**src/rtl/core/scbcd_pkg.sv**
```systemverilog
`timescale 1ns / 1ps
// ----------------------------------------------------------------------------
// scbcd_pkg
// Shared types, codes and helper functions of the scale frame change detector.
// ----------------------------------------------------------------------------
package scbcd_pkg;

    localparam int FRAME_BYTES = 6;
    localparam int STORE_DEPTH = FRAME_BYTES - 1;
    localparam int POS_W       = $clog2(FRAME_BYTES);
    localparam logic [POS_W-1:0] LAST_POS = POS_W'(FRAME_BYTES - 1);

    // register indexes on the configuration port
    localparam logic [1:0] CFG_SIGNATURE = 2'd0;
    localparam logic [1:0] CFG_RISE_THR  = 2'd1;
    localparam logic [1:0] CFG_BAG_DROP  = 2'd2;

    localparam logic [7:0]  SIGNATURE_RESET = 8'd255;
    localparam logic [29:0] RISE_THR_RESET  = 30'd100000;
    localparam logic [39:0] BAG_DROP_RESET  = 40'd80000000;

    // result status codes
    localparam logic [2:0] STAT_CHANGE  = 3'd0;
    localparam logic [2:0] STAT_SAME    = 3'd1;
    localparam logic [2:0] STAT_DECR    = 3'd2;
    localparam logic [2:0] STAT_BAD_SIG = 3'd3;
    localparam logic [2:0] STAT_OVF     = 3'd4;

    // flag byte bit positions
    localparam int FLAG_OVF_BIT  = 7;
    localparam int FLAG_SIGN_BIT = 5;

    typedef struct packed {
        logic        sig_ok;
        logic        overflow;
        logic        negative;
        logic [2:0]  dp;
        logic [23:0] digits;
    } frame_t;

    // six packed digits, least significant nibble first; nibbles above nine
    // keep their binary value
    function automatic logic [20:0] bcd_value(input logic [23:0] d);
        logic [20:0] v;
        v = 21'(d[23:20]) * 21'd100000
          + 21'(d[19:16]) * 21'd10000
          + 21'(d[15:12]) * 21'd1000
          + 21'(d[11:8])  * 21'd100
          + 21'(d[7:4])   * 21'd10
          + 21'(d[3:0]);
        return v;
    endfunction

    // 10^(7-dp) * 16: micro-ounces per count
    function automatic logic [27:0] dp_scale(input logic [2:0] dp);
        logic [27:0] s;
        unique case (dp)
            3'd0:    s = 28'd160000000;
            3'd1:    s = 28'd16000000;
            3'd2:    s = 28'd1600000;
            3'd3:    s = 28'd160000;
            3'd4:    s = 28'd16000;
            3'd5:    s = 28'd1600;
            3'd6:    s = 28'd160;
            default: s = 28'd16;
        endcase
        return s;
    endfunction

endpackage

```
**src/rtl/core/scale_bcd_frame_change_detector.sv**
```systemverilog
`timescale 1ns / 1ps
// ----------------------------------------------------------------------------
// scale_bcd_frame_change_detector
// Groups UART bytes into 6-byte scale frames and reports weight changes.
// ----------------------------------------------------------------------------
//  channel  | handshake            | payload
//  ---------+----------------------+--------------------------------------
//  input    | in_valid / in_ready  | rx_byte
//  result   | out_valid/ out_ready | status, weight_delta, new_weight
//  config   | cfg_we               | cfg_index, cfg_data
//
// one byte per cycle; the closing byte of a frame waits only while the
// two-entry frame queue is full. the back part steps a converted frame
// through multiply, sign and delta states to the finish state, and sends a
// rejected one straight to finish, where it waits while the result register
// is full. reset clears the byte counter, queue pointers, last digits, last
// weight and result valid, and loads the configuration registers' defaults.
// ----------------------------------------------------------------------------
module scale_bcd_frame_change_detector (
    input  logic                clk,
    input  logic                rst_n,
    input  logic                in_valid,
    output logic                in_ready,
    input  logic [7:0]          rx_byte,
    output logic                out_valid,
    input  logic                out_ready,
    output logic [2:0]          status,
    output logic signed [49:0]  weight_delta,
    output logic signed [48:0]  new_weight,
    input  logic                cfg_we,
    input  logic [1:0]          cfg_index,
    input  logic [39:0]         cfg_data
);

    logic [7:0]          signature_reg;
    logic [29:0]         rise_thr_reg;
    logic [39:0]         bag_drop_reg;
    logic signed [40:0]  lower_lim_reg;

    scbcd_pkg::frame_t   push_frame;
    scbcd_pkg::frame_t   pop_frame;
    logic                push;
    logic                pop;
    logic                q_empty;
    logic                q_full;

    always_ff @(posedge clk or negedge rst_n)
    begin
        if (!rst_n)
        begin
            signature_reg <= scbcd_pkg::SIGNATURE_RESET;
            rise_thr_reg  <= scbcd_pkg::RISE_THR_RESET;
            bag_drop_reg  <= scbcd_pkg::BAG_DROP_RESET;
            lower_lim_reg <= '0;
        end
        else
        begin
            if (cfg_we)
            begin
                unique case (cfg_index)
                    scbcd_pkg::CFG_SIGNATURE: signature_reg <= cfg_data[7:0];
                    scbcd_pkg::CFG_RISE_THR:  rise_thr_reg  <= cfg_data[29:0];
                    scbcd_pkg::CFG_BAG_DROP:  bag_drop_reg  <= cfg_data;
                    default:                  ;
                endcase
            end
            // delta <= thr - drop marks a bag change
            lower_lim_reg <= $signed({11'b0, rise_thr_reg}) - $signed({1'b0, bag_drop_reg});
        end
    end

    scbcd_front u_front (
        .clk       (clk),
        .rst_n     (rst_n),
        .in_valid  (in_valid),
        .in_ready  (in_ready),
        .rx_byte   (rx_byte),
        .signature (signature_reg),
        .q_full    (q_full),
        .push      (push),
        .frame     (push_frame)
    );

    scbcd_queue u_queue (
        .clk      (clk),
        .rst_n    (rst_n),
        .push     (push),
        .wr_frame (push_frame),
        .pop      (pop),
        .rd_frame (pop_frame),
        .empty    (q_empty),
        .full     (q_full)
    );

    scbcd_back u_back (
        .clk          (clk),
        .rst_n        (rst_n),
        .q_frame      (pop_frame),
        .q_empty      (q_empty),
        .q_pop        (pop),
        .rise_thr     (rise_thr_reg),
        .lower_lim    (lower_lim_reg),
        .out_valid    (out_valid),
        .out_ready    (out_ready),
        .status       (status),
        .weight_delta (weight_delta),
        .new_weight   (new_weight)
    );

endmodule

```
**src/rtl/core/scbcd_front.sv**
```systemverilog
`timescale 1ns / 1ps
// ----------------------------------------------------------------------------
// scbcd_front
// Byte counter and frame store; pushes one frame record per six bytes.
// ----------------------------------------------------------------------------
module scbcd_front (
    input  logic                clk,
    input  logic                rst_n,
    input  logic                in_valid,
    output logic                in_ready,
    input  logic [7:0]          rx_byte,
    input  logic [7:0]          signature,
    input  logic                q_full,
    output logic                push,
    output scbcd_pkg::frame_t   frame
);

    logic [scbcd_pkg::POS_W-1:0] pos_reg;
    logic [7:0]                  store_reg [scbcd_pkg::STORE_DEPTH];
    logic                        accept;
    logic                        last_byte;

    assign last_byte = (pos_reg == scbcd_pkg::LAST_POS);
    // only the closing byte needs room in the queue
    assign in_ready  = !last_byte || !q_full;
    assign accept    = in_valid && in_ready;
    assign push      = accept && last_byte;

    always_ff @(posedge clk or negedge rst_n)
    begin
        if (!rst_n)
        begin
            pos_reg <= '0;
        end
        else if (accept)
        begin
            pos_reg <= last_byte ? '0 : pos_reg + 1'b1;
        end
    end

    always_ff @(posedge clk)
    begin
        if (accept && !last_byte)
        begin
            store_reg[pos_reg] <= rx_byte;
        end
    end

    always_comb
    begin
        frame.sig_ok   = (store_reg[0] == signature);
        frame.overflow = store_reg[1][scbcd_pkg::FLAG_OVF_BIT];
        frame.negative = store_reg[1][scbcd_pkg::FLAG_SIGN_BIT];
        frame.dp       = store_reg[1][2:0];
        frame.digits   = {store_reg[4], store_reg[3], store_reg[2]};
    end

endmodule

```
**src/rtl/core/scbcd_queue.sv**
```systemverilog
`timescale 1ns / 1ps
// ----------------------------------------------------------------------------
// scbcd_queue
// Two-entry frame queue between the front and back parts.
// ----------------------------------------------------------------------------
module scbcd_queue (
    input  logic                clk,
    input  logic                rst_n,
    input  logic                push,
    input  scbcd_pkg::frame_t   wr_frame,
    input  logic                pop,
    output scbcd_pkg::frame_t   rd_frame,
    output logic                empty,
    output logic                full
);

    scbcd_pkg::frame_t entry_reg [2];
    logic              wr_ptr_reg;
    logic              rd_ptr_reg;
    logic [1:0]        count_reg;
    logic              do_push;
    logic              do_pop;

    assign empty    = (count_reg == 2'd0);
    assign full     = (count_reg == 2'd2);
    assign do_push  = push && !full;
    assign do_pop   = pop && !empty;
    assign rd_frame = entry_reg[rd_ptr_reg];

    always_ff @(posedge clk or negedge rst_n)
    begin
        if (!rst_n)
        begin
            wr_ptr_reg <= 1'b0;
            rd_ptr_reg <= 1'b0;
            count_reg  <= 2'd0;
        end
        else
        begin
            if (do_push)
            begin
                wr_ptr_reg <= !wr_ptr_reg;
            end
            if (do_pop)
            begin
                rd_ptr_reg <= !rd_ptr_reg;
            end
            if (do_push && !do_pop)
            begin
                count_reg <= count_reg + 2'd1;
            end
            else if (do_pop && !do_push)
            begin
                count_reg <= count_reg - 2'd1;
            end
        end
    end

    always_ff @(posedge clk)
    begin
        if (do_push)
        begin
            entry_reg[wr_ptr_reg] <= wr_frame;
        end
    end

endmodule

```
**src/rtl/core/scbcd_back.sv**
```systemverilog
`timescale 1ns / 1ps
// ----------------------------------------------------------------------------
// scbcd_back
// Frame checks, weight conversion, change decision and result register.
// ----------------------------------------------------------------------------
module scbcd_back (
    input  logic                 clk,
    input  logic                 rst_n,
    input  scbcd_pkg::frame_t    q_frame,
    input  logic                 q_empty,
    output logic                 q_pop,
    input  logic [29:0]          rise_thr,
    input  logic signed [40:0]   lower_lim,
    output logic                 out_valid,
    input  logic                 out_ready,
    output logic [2:0]           status,
    output logic signed [49:0]   weight_delta,
    output logic signed [48:0]   new_weight
);

    typedef enum logic [4:0] {
        ST_IDLE = 5'b00001,
        ST_MUL  = 5'b00010,
        ST_SGN  = 5'b00100,
        ST_DLT  = 5'b01000,
        ST_FIN  = 5'b10000
    } state_t;

    state_t              state_reg;
    logic [23:0]         last_digits_reg;
    logic signed [48:0]  last_weight_reg;
    logic                err_reg;
    logic [2:0]          err_code_reg;
    logic [20:0]         bcd_reg;
    logic [27:0]         scale_reg;
    logic                neg_reg;
    logic [47:0]         prod_reg;
    logic signed [48:0]  weight_reg;
    logic signed [49:0]  delta_reg;
    logic                out_valid_reg;
    logic [2:0]          status_reg;
    logic signed [49:0]  delta_out_reg;
    logic signed [48:0]  weight_out_reg;

    logic [47:0]         prod_full;
    logic signed [48:0]  prod_signed;
    logic signed [50:0]  delta_ext;
    logic signed [50:0]  thr_ext;
    logic signed [50:0]  lim_ext;
    logic                changed;
    logic                slot_free;
    logic                finish;

    assign q_pop        = (state_reg == ST_IDLE) && !q_empty;
    // fifteen in every nibble at the coarsest scale still fits in 48 bits
    assign prod_full    = 48'(bcd_reg) * 48'(scale_reg);
    assign prod_signed  = $signed({1'b0, prod_reg});
    assign delta_ext    = {delta_reg[49], delta_reg};
    assign thr_ext      = $signed({21'b0, rise_thr});
    assign lim_ext      = {{10{lower_lim[40]}}, lower_lim};
    // rise above threshold, or drop past the bag-change limit
    assign changed      = (delta_ext > thr_ext) || (delta_ext <= lim_ext);
    assign slot_free    = !out_valid_reg || out_ready;
    assign finish       = (state_reg == ST_FIN) && slot_free;

    assign out_valid    = out_valid_reg;
    assign status       = status_reg;
    assign weight_delta = delta_out_reg;
    assign new_weight   = weight_out_reg;

    always_ff @(posedge clk or negedge rst_n)
    begin
        if (!rst_n)
        begin
            state_reg       <= ST_IDLE;
            last_digits_reg <= '0;
            last_weight_reg <= '0;
            out_valid_reg   <= 1'b0;
        end
        else
        begin
            unique case (state_reg)
                ST_IDLE:
                begin
                    if (!q_empty)
                    begin
                        if (!q_frame.sig_ok || (q_frame.digits == last_digits_reg)
                            || q_frame.overflow)
                        begin
                            state_reg <= ST_FIN;
                        end
                        else
                        begin
                            last_digits_reg <= q_frame.digits;
                            state_reg       <= ST_MUL;
                        end
                    end
                end
                ST_MUL:  state_reg <= ST_SGN;
                ST_SGN:  state_reg <= ST_DLT;
                ST_DLT:  state_reg <= ST_FIN;
                ST_FIN:
                begin
                    if (slot_free)
                    begin
                        state_reg <= ST_IDLE;
                        if (!err_reg && changed)
                        begin
                            last_weight_reg <= weight_reg;
                        end
                    end
                end
                default: state_reg <= ST_IDLE;
            endcase

            if (finish)
            begin
                out_valid_reg <= 1'b1;
            end
            else if (out_ready)
            begin
                out_valid_reg <= 1'b0;
            end
        end
    end

    always_ff @(posedge clk)
    begin
        if (q_pop)
        begin
            bcd_reg   <= scbcd_pkg::bcd_value(q_frame.digits);
            scale_reg <= scbcd_pkg::dp_scale(q_frame.dp);
            neg_reg   <= q_frame.negative;
            err_reg   <= 1'b1;
            // checks in order: signature, repeated digits, overflow
            if (!q_frame.sig_ok)
            begin
                err_code_reg <= scbcd_pkg::STAT_BAD_SIG;
            end
            else if (q_frame.digits == last_digits_reg)
            begin
                err_code_reg <= scbcd_pkg::STAT_SAME;
            end
            else if (q_frame.overflow)
            begin
                err_code_reg <= scbcd_pkg::STAT_OVF;
            end
            else
            begin
                err_reg      <= 1'b0;
                err_code_reg <= scbcd_pkg::STAT_CHANGE;
            end
        end

        if (state_reg == ST_MUL)
        begin
            prod_reg <= prod_full;
        end
        if (state_reg == ST_SGN)
        begin
            weight_reg <= neg_reg ? -prod_signed : prod_signed;
        end
        if (state_reg == ST_DLT)
        begin
            delta_reg <= {weight_reg[48], weight_reg}
                       - {last_weight_reg[48], last_weight_reg};
        end

        if (finish)
        begin
            if (err_reg)
            begin
                status_reg     <= err_code_reg;
                delta_out_reg  <= '0;
                weight_out_reg <= '0;
            end
            else if (changed)
            begin
                status_reg     <= scbcd_pkg::STAT_CHANGE;
                delta_out_reg  <= delta_reg;
                weight_out_reg <= weight_reg;
            end
            else
            begin
                status_reg     <= scbcd_pkg::STAT_DECR;
                delta_out_reg  <= '0;
                weight_out_reg <= weight_reg;
            end
        end
    end

endmodule

```
**config.mk**
```make
export PLATFORM = sky130hd
export DESIGN_NAME = scale_bcd_frame_change_detector
export DESIGN_NICKNAME = d
export VERILOG_FILES = /design/src/rtl/core/scbcd_pkg.sv /design/src/rtl/core/scale_bcd_frame_change_detector.sv /design/src/rtl/core/scbcd_front.sv /design/src/rtl/core/scbcd_queue.sv /design/src/rtl/core/scbcd_back.sv
export SDC_FILE = /design/constraint.sdc
export NUM_CORES = 2
export LEC_CHECK = 0
export ABC_CLOCK_PERIOD_IN_PS = 7900
export BUFFER_PORTS_ARGS = -buffer_cell sky130_fd_sc_hd__buf_2
export CAP_MARGIN = 40
export CORE_MARGIN = 2
export CORE_UTILIZATION = 64
export CTS_BUF_LIST = sky130_fd_sc_hd__clkbuf_8 sky130_fd_sc_hd__clkbuf_16
export DETAILED_ROUTE_END_ITERATION = 10
export HOLD_SLACK_MARGIN = 0.08
export PLACE_DENSITY_LB_ADDON = 0.25
export SLEW_MARGIN = 20
export SYNTH_ARGS = -nofsm -noshare
export SYNTH_HDL_FRONTEND = slang
export SYNTH_SLANG_ARGS = --single-unit
```
**constraint.sdc**
```tcl
create_clock -name clk -period 7.9 [get_ports clk]
set_input_delay 1.975 -clock clk [delete_from_list [all_inputs] [get_ports clk]]
set_output_delay 1.975 -clock clk [all_outputs]
set_load 0.02 [all_outputs]
```
### After elaboration in Yosys (flattened, before gate mapping)

Memories as Yosys holds them, arrays and structs flattened.
Index checks and enable logic that the tools add are counted.
W data, S select, Z words.

| word-level totals | value |
|---|---|
| bits in registers | 508 |
| memory bits (writable) | 100 |
| input port bits | 55 |
| output and inout bits | 104 |
| word-level logic and storage cells | 127 |
| memories kept | 2 |

| cells by class | value |
|---|---|
| add/sub/neg operators | 11 |
| multiply operators | 6 |
| $lt $le $gt $ge | 2 |
| equal/unequal tests | 19 |
| multiplexer cells | 20 |
| bitwise logic cells | 4 |
| reduce and logical (&&, ||, !) cells | 38 |

Memories:

| memory | depth | bits a word | read ports | clocked after memory_dff | write ports | line | RTL |
|---|---|---|---|---|---|---|---|
| u_queue.entry_reg | 2 | 30 | 1 | 0 | 1 | scbcd_queue.sv:17 | `scbcd_pkg::frame_t entry_reg [2];` |
| u_front.store_reg | 5 | 8 | 5 | 0 | 1 | scbcd_front.sv:19 | `logic [7:0] store_reg [scbcd_pkg::STORE_DEPTH];` |

Operator list:

| cell | number |
|---|---|
| $pmux W28 S7 | 1 |
| $gt A50 B31 Y1 | 1 |
| $le A50 B41 Y1 | 1 |
| $sub A49 B49 Y50 | 1 |
| $neg A48 Y49 | 1 |
| $mul A21 B28 Y48 | 1 |
| $mux W48 | 1 |
| $sub A30 B40 Y41 | 1 |
| $pmux W5 S5 | 1 |
| $eq A24 B24 Y1 | 1 |
| $add A21 B11 Y21 | 1 |
| $add A21 B14 Y21 | 1 |
| $add A21 B18 Y21 | 1 |
| $add A21 B4 Y21 | 1 |
| $add A21 B8 Y21 | 1 |
| $mul A4 B12 Y16 const B | 1 |
| $mux W5 | 3 |
| $mul A4 B10 Y14 const B | 1 |
| $eq A3 B3 Y1 const B | 4 |
| $mul A4 B7 Y11 const B | 1 |
| $logic_and A1 B1 Y1 | 10 |
| $logic_not A1 Y1 | 10 |
| $mul A4 B5 Y9 const B | 1 |
| $mux W3 | 3 |
| 26 further kinds | 51 |

### Depth between registers and ports, before layout

| logic depth | value |
|---|---|
| depth in word-level cells | 10 |
| gate-level depth with buffers | 27 |
| mapped depth without buffers | 25 |

### Cells and area by module

A second synthesis with hierarchy kept.

| second synthesis, totals | value |
|---|---|
| cells, all modules | 4,010 |
| area total of the unflattened synthesis | 44,626.6 sq um |

By module, submodules not included:

| module | instances | cells each | area an instance (sq um) | sequential area each (sq um) |
|---|---|---|---|---|
| scbcd_back | 1 | 3,312 | 34,779.6 | 10,015.9 |
| scale_bcd_frame_change_detector | 1 | 518 | 5,992.0 | 3,005.4 |
| scbcd_queue | 1 | 112 | 2,481.1 | 1,901.8 |
| scbcd_front | 1 | 68 | 1,373.8 | 1,186.1 |

### Least setup slack after synthesis

No wires, ideal clock.

| path | value |
|---|---|
| path type | in2reg |
| start | input port out_ready |
| end | register u_back.last_weight_reg[47] |
| setup time | 0.121 ns |
| data arrival time | 7.906 ns |
| data required time | 7.779 ns |
| slack | -0.127 ns |
| stages | 5 |
| buffers on the path | 1 |
| cells stage by stage | nand2b_1 nor2b_1 nand2_1 clkbuf_1 a22o_1 |

| between the ends | value |
|---|---|
| cells in the longest elaborated chain, start to end | 2 |

RTL lines:

| element | line | RTL |
|---|---|---|
| from (decl) | scale_bcd_frame_change_detector.sv:26 | `input logic out_ready,` |
| $logic_or A1 B1 Y1 | scbcd_back.sv:63 | `assign slot_free = !out_valid_reg \|\| out_ready;` |
| $reduce_and A3 Y1 (no line) | -- |  |
| to (signal assigned) | scbcd_back.sv:109 | `last_weight_reg <= weight_reg;` |
| to (decl) | scbcd_back.sv:31 | `logic signed [48:0] last_weight_reg;` |

No other way between the ends.
A chain may end at the register's enable or synchronous reset.

### Worst setup path after layout

| path | value |
|---|---|
| start | register u_back.bcd_reg[5] |
| end | register u_back.prod_reg[43] (data pin) |

| between the ends | value |
|---|---|
| cells in the longest elaborated chain, start to end | 1 |

RTL lines:

| element | line | RTL |
|---|---|---|
| from (decl) | scbcd_back.sv:34 | `logic [20:0] bcd_reg;` |
| from (signal assigned) | scbcd_back.sv:131 | `bcd_reg <= scbcd_pkg::bcd_value(q_frame.digits);` |
| $mul A21 B28 Y48 | scbcd_back.sv:56 | `assign prod_full = 48'(bcd_reg) * 48'(scale_reg);` |
| net u_back.prod_full[43] | scbcd_back.sv:45 | `logic [47:0] prod_full;` |
| to (signal assigned) | scbcd_back.sv:157 | `prod_reg <= prod_full;` |
| to (decl) | scbcd_back.sv:37 | `logic [47:0] prod_reg;` |

The timed path passes the listed nets, and every way through them passes these cells.

==> results.cfg <==
[place]
hpwl_um = 80800
port_buffers = 150
place_congestion = 0.974

[clocking]
cts_tree = done
cts.sinks = 569
clk_latency_ns = 0.64
post_cts_resized = 0
cts_buffers = 60
post-cts-setup-buffers = 0
ctsHoldBuffers = 0
cts.path.max_buffers = 3
htree_num_levels = 2
clk_pin_slew_ns = 0.06
root_buffer = clkbuf_16

[detailed_routing]
firstDrtPassIters = 5
viasPerCell = 5.69
post_drt_wl_per_cell_um = 19.9
ant_nets = 0
vias = 29300
drtIter0Drc = 2230
drcViolationCount = 0
wirelength_um = 103000

[logic_synthesis]
synthSimpleGateAreaFrac_pct = 10.8
synthCells = 4020
synth_seq_area_share_pct = 36.4
yosysWarnings = 0
synthMuxAreaShare_pct = 3.08
synth_ff_type = edfxtp_1
ys_seq_elements = 569
synth_fa_ha_area_share_pct = 29.9
synth_top_family_by_area = adder cells
synth_edf_count = 368
syn_area_um2 = 44300
synth_xor_area_share_pct = 4.41
synth_compound_area_share_pct = 8.62
syn_avg_cell_area_um2 = 11.0
synthDistinctLibCells = 75
synthArstFlopShare_pct = 35.3

[die]
ios = 159
core_um2 = 68600
rows = 96
die_w_um = 267
chipHeight_um = 267
dieArea_um2 = 71300
initial_core_util_pct = 64.5

[finish]
area_delta_synth_final_pct = 9.08
multiInputGateArea_um2 = 25200
ff_latch_area_um2 = 16100
largest_register_ffs = 60
final_nets = 5051
drive_gt1_share_pct = 10.8
n_fill_cell = 5021

[critical_path]
cp_slowest_stage_delay_ns = 0.70
cp_max_fo = 16
start_kind = register
critPathCaptureType = register
crit_slowest_cell = edfxtp_1
path_class = register to register
cp_cell_sequence = nand2_1 > fa_1 > inv_1 > fa_1 > inv_1 > fa_1 > inv_1 > fa_1 > fa_1 > fa_1 > inv_1 > fa_1 > inv_1 > ha_1 > nand2_1 > nor3_1 > and3_1 > and3_1 > a32oi_1 > o211a_1 > o31ai_1 > a21boi_0 > xnor2_1
r2r_slack_ns = 0.47
cp_data_arrival_time_ns = 7.80
cp.required_ns = 8.27
crit_top_cell = fa_1

[global_route]
grt_pass1_vias = 30400
grt_usage_pct = 30.0
overflow = 0
grt_pass1_wl_um = 165000
grt_max_degree = 96
antenna_found_initial = 1

[sta]
relSlewSlack_pct = 41.9
rsz0062_at_grt = false
fin_worst_skew_ns = 0.0557
fmax_mhz = 135
period_needed_ns = 7.43
slew_violations = 0
hold_viol = 0
tns_ns = 0
finalSetupViolations = 0
finalCritPeriodShare_pct = 94.1
tightest_slew_ns = 0.864

[min_path]
min_path_type = register to register

[run]
drv_cap = 0

[outcome]
outcome = completed
[kinds of logic (layout without fill, tap and decap cells)]
family                     count (synthesis)  after routing
muxes                                    123            123
and+or+nand+nor                          916            916
adders and majority gates                822            822
buffers and inverters                    792            991
xor gates and xnor gates                 223            223
DFF                                      569            569
AOI/OAI and AO/OA                        574            574
other                                      1              9
[Yosys cell counts, types with 24 or more instances]
cell      count  area, um^2
a211oi_1     24         180
a21o_1      102         766
a21oi_1     147         736
a22o_1       45         394
and2_1      248        1550
clkbuf_1     96         360
dfrtp_1     178        4450
edfxtp_1    368       11100
fa_1        392        7850
ha_1        430        5380
inv_1       679        2550
mux2_2      105        1180
nand2_1     278        1040
nand3_1      34         170
nand4_1      33         206
nor2_1       97         364
nor2b_1      62         388
nor3_1       40         200
o21ai_0     106         531
xnor2_1     155        1360
xor2_1       68         596
[layout by cell type, fill, tap and decap left out, drive strengths merged, types with 21 or more instances in the layout]
cell	n
and2	248
nor3	40
fa	392
clkbuf	68
nand3	34
and3	22
xnor2	155
xor2	68
a22o	45
clkinv	23
nor2	97
a21oi	147
a21o	102
a211oi	24
dfrtp	178
ha	430
inv	694
edfxtp	368
nor2b	62
mux2	105
nand2	278
o21bai	23
buf	196
dfstp	23
o21ai	106
nand4	33
nor4	21
[worst paths after layout]
check | start | endpoint | cells past startpoint
worst max-delay path | u_back.bcd_reg[5] | u_back.prod_reg[43] | 23
worst min-delay path | u_front.store_reg[3][1] | u_queue.entry_reg[1][9] | 0
worst max register to register | u_back.bcd_reg[5] | u_back.prod_reg[43] | 23
worst min register to register | u_front.store_reg[3][1] | u_queue.entry_reg[1][9] | 0
max in group asynchronous | rst_n | u_back.last_digits_reg[13] | 3
min in group asynchronous | rst_n | rise_thr_reg[12] | 1
[routing by layer]
metal	global-route usage [%]	vias up	wire length (um)	share of wire, %
met5	0	-	0	0
met4	10.1	0	3710	3.6
met3	5.00	195	6800	6.6
met2	49.8	981	49200	48
met1	40.2	14400	43000	42
li1	-	13700	-	-
[stage by stage]
step | instance area [um^2] | util, % | hold WS (ns) | cells | worst slack (ns)
final | 48300 | 70.4 | 0.422 | 5158 | 0.468
after global routing | 48300 | 70.4 | 0.427 | 5157 | 0.145
after CTS | 48300 | 70.4 | 0.414 | 5155 | 0.477
after detailed placement | 46200 | 67.4 | 0.431 | 5041 | 0.474
after global placement | 46100 | 67.2 | 0.422 | 5034 | 0.570
after floorplan | 44300 | - | 0.421 | 4027 | 1.20
[cell type report]
class | count | area share (%)
Timing Repair Buffer | 198 | 2.45
Sequential cell | 569 | 33.4
Antenna cell | 1 | 0.00518
Multi-Input combinational cell | 2666 | 52.2
Clock buffer | 67 | 3.33
Inverter | 679 | 5.28
Tap cell | 931 | 2.41
Clock inverter | 47 | 0.917
[worst max-delay path, delay by kind of cell (launching register included)]
family,cells,cell delay (ns)
AO/OA/AOI/OAI,4,0.94
adder cells (fa/ha/maj),8,4.04
XOR/XNOR,1,0.14
flip-flops,1,0.70
buffers and inverters,5,0.27
AND/OR/NAND/NOR,5,1.08
Power is left out: the tool's default activity adds up to more than one toggle a clock period on the data nets, which glitch-free logic cannot reach.
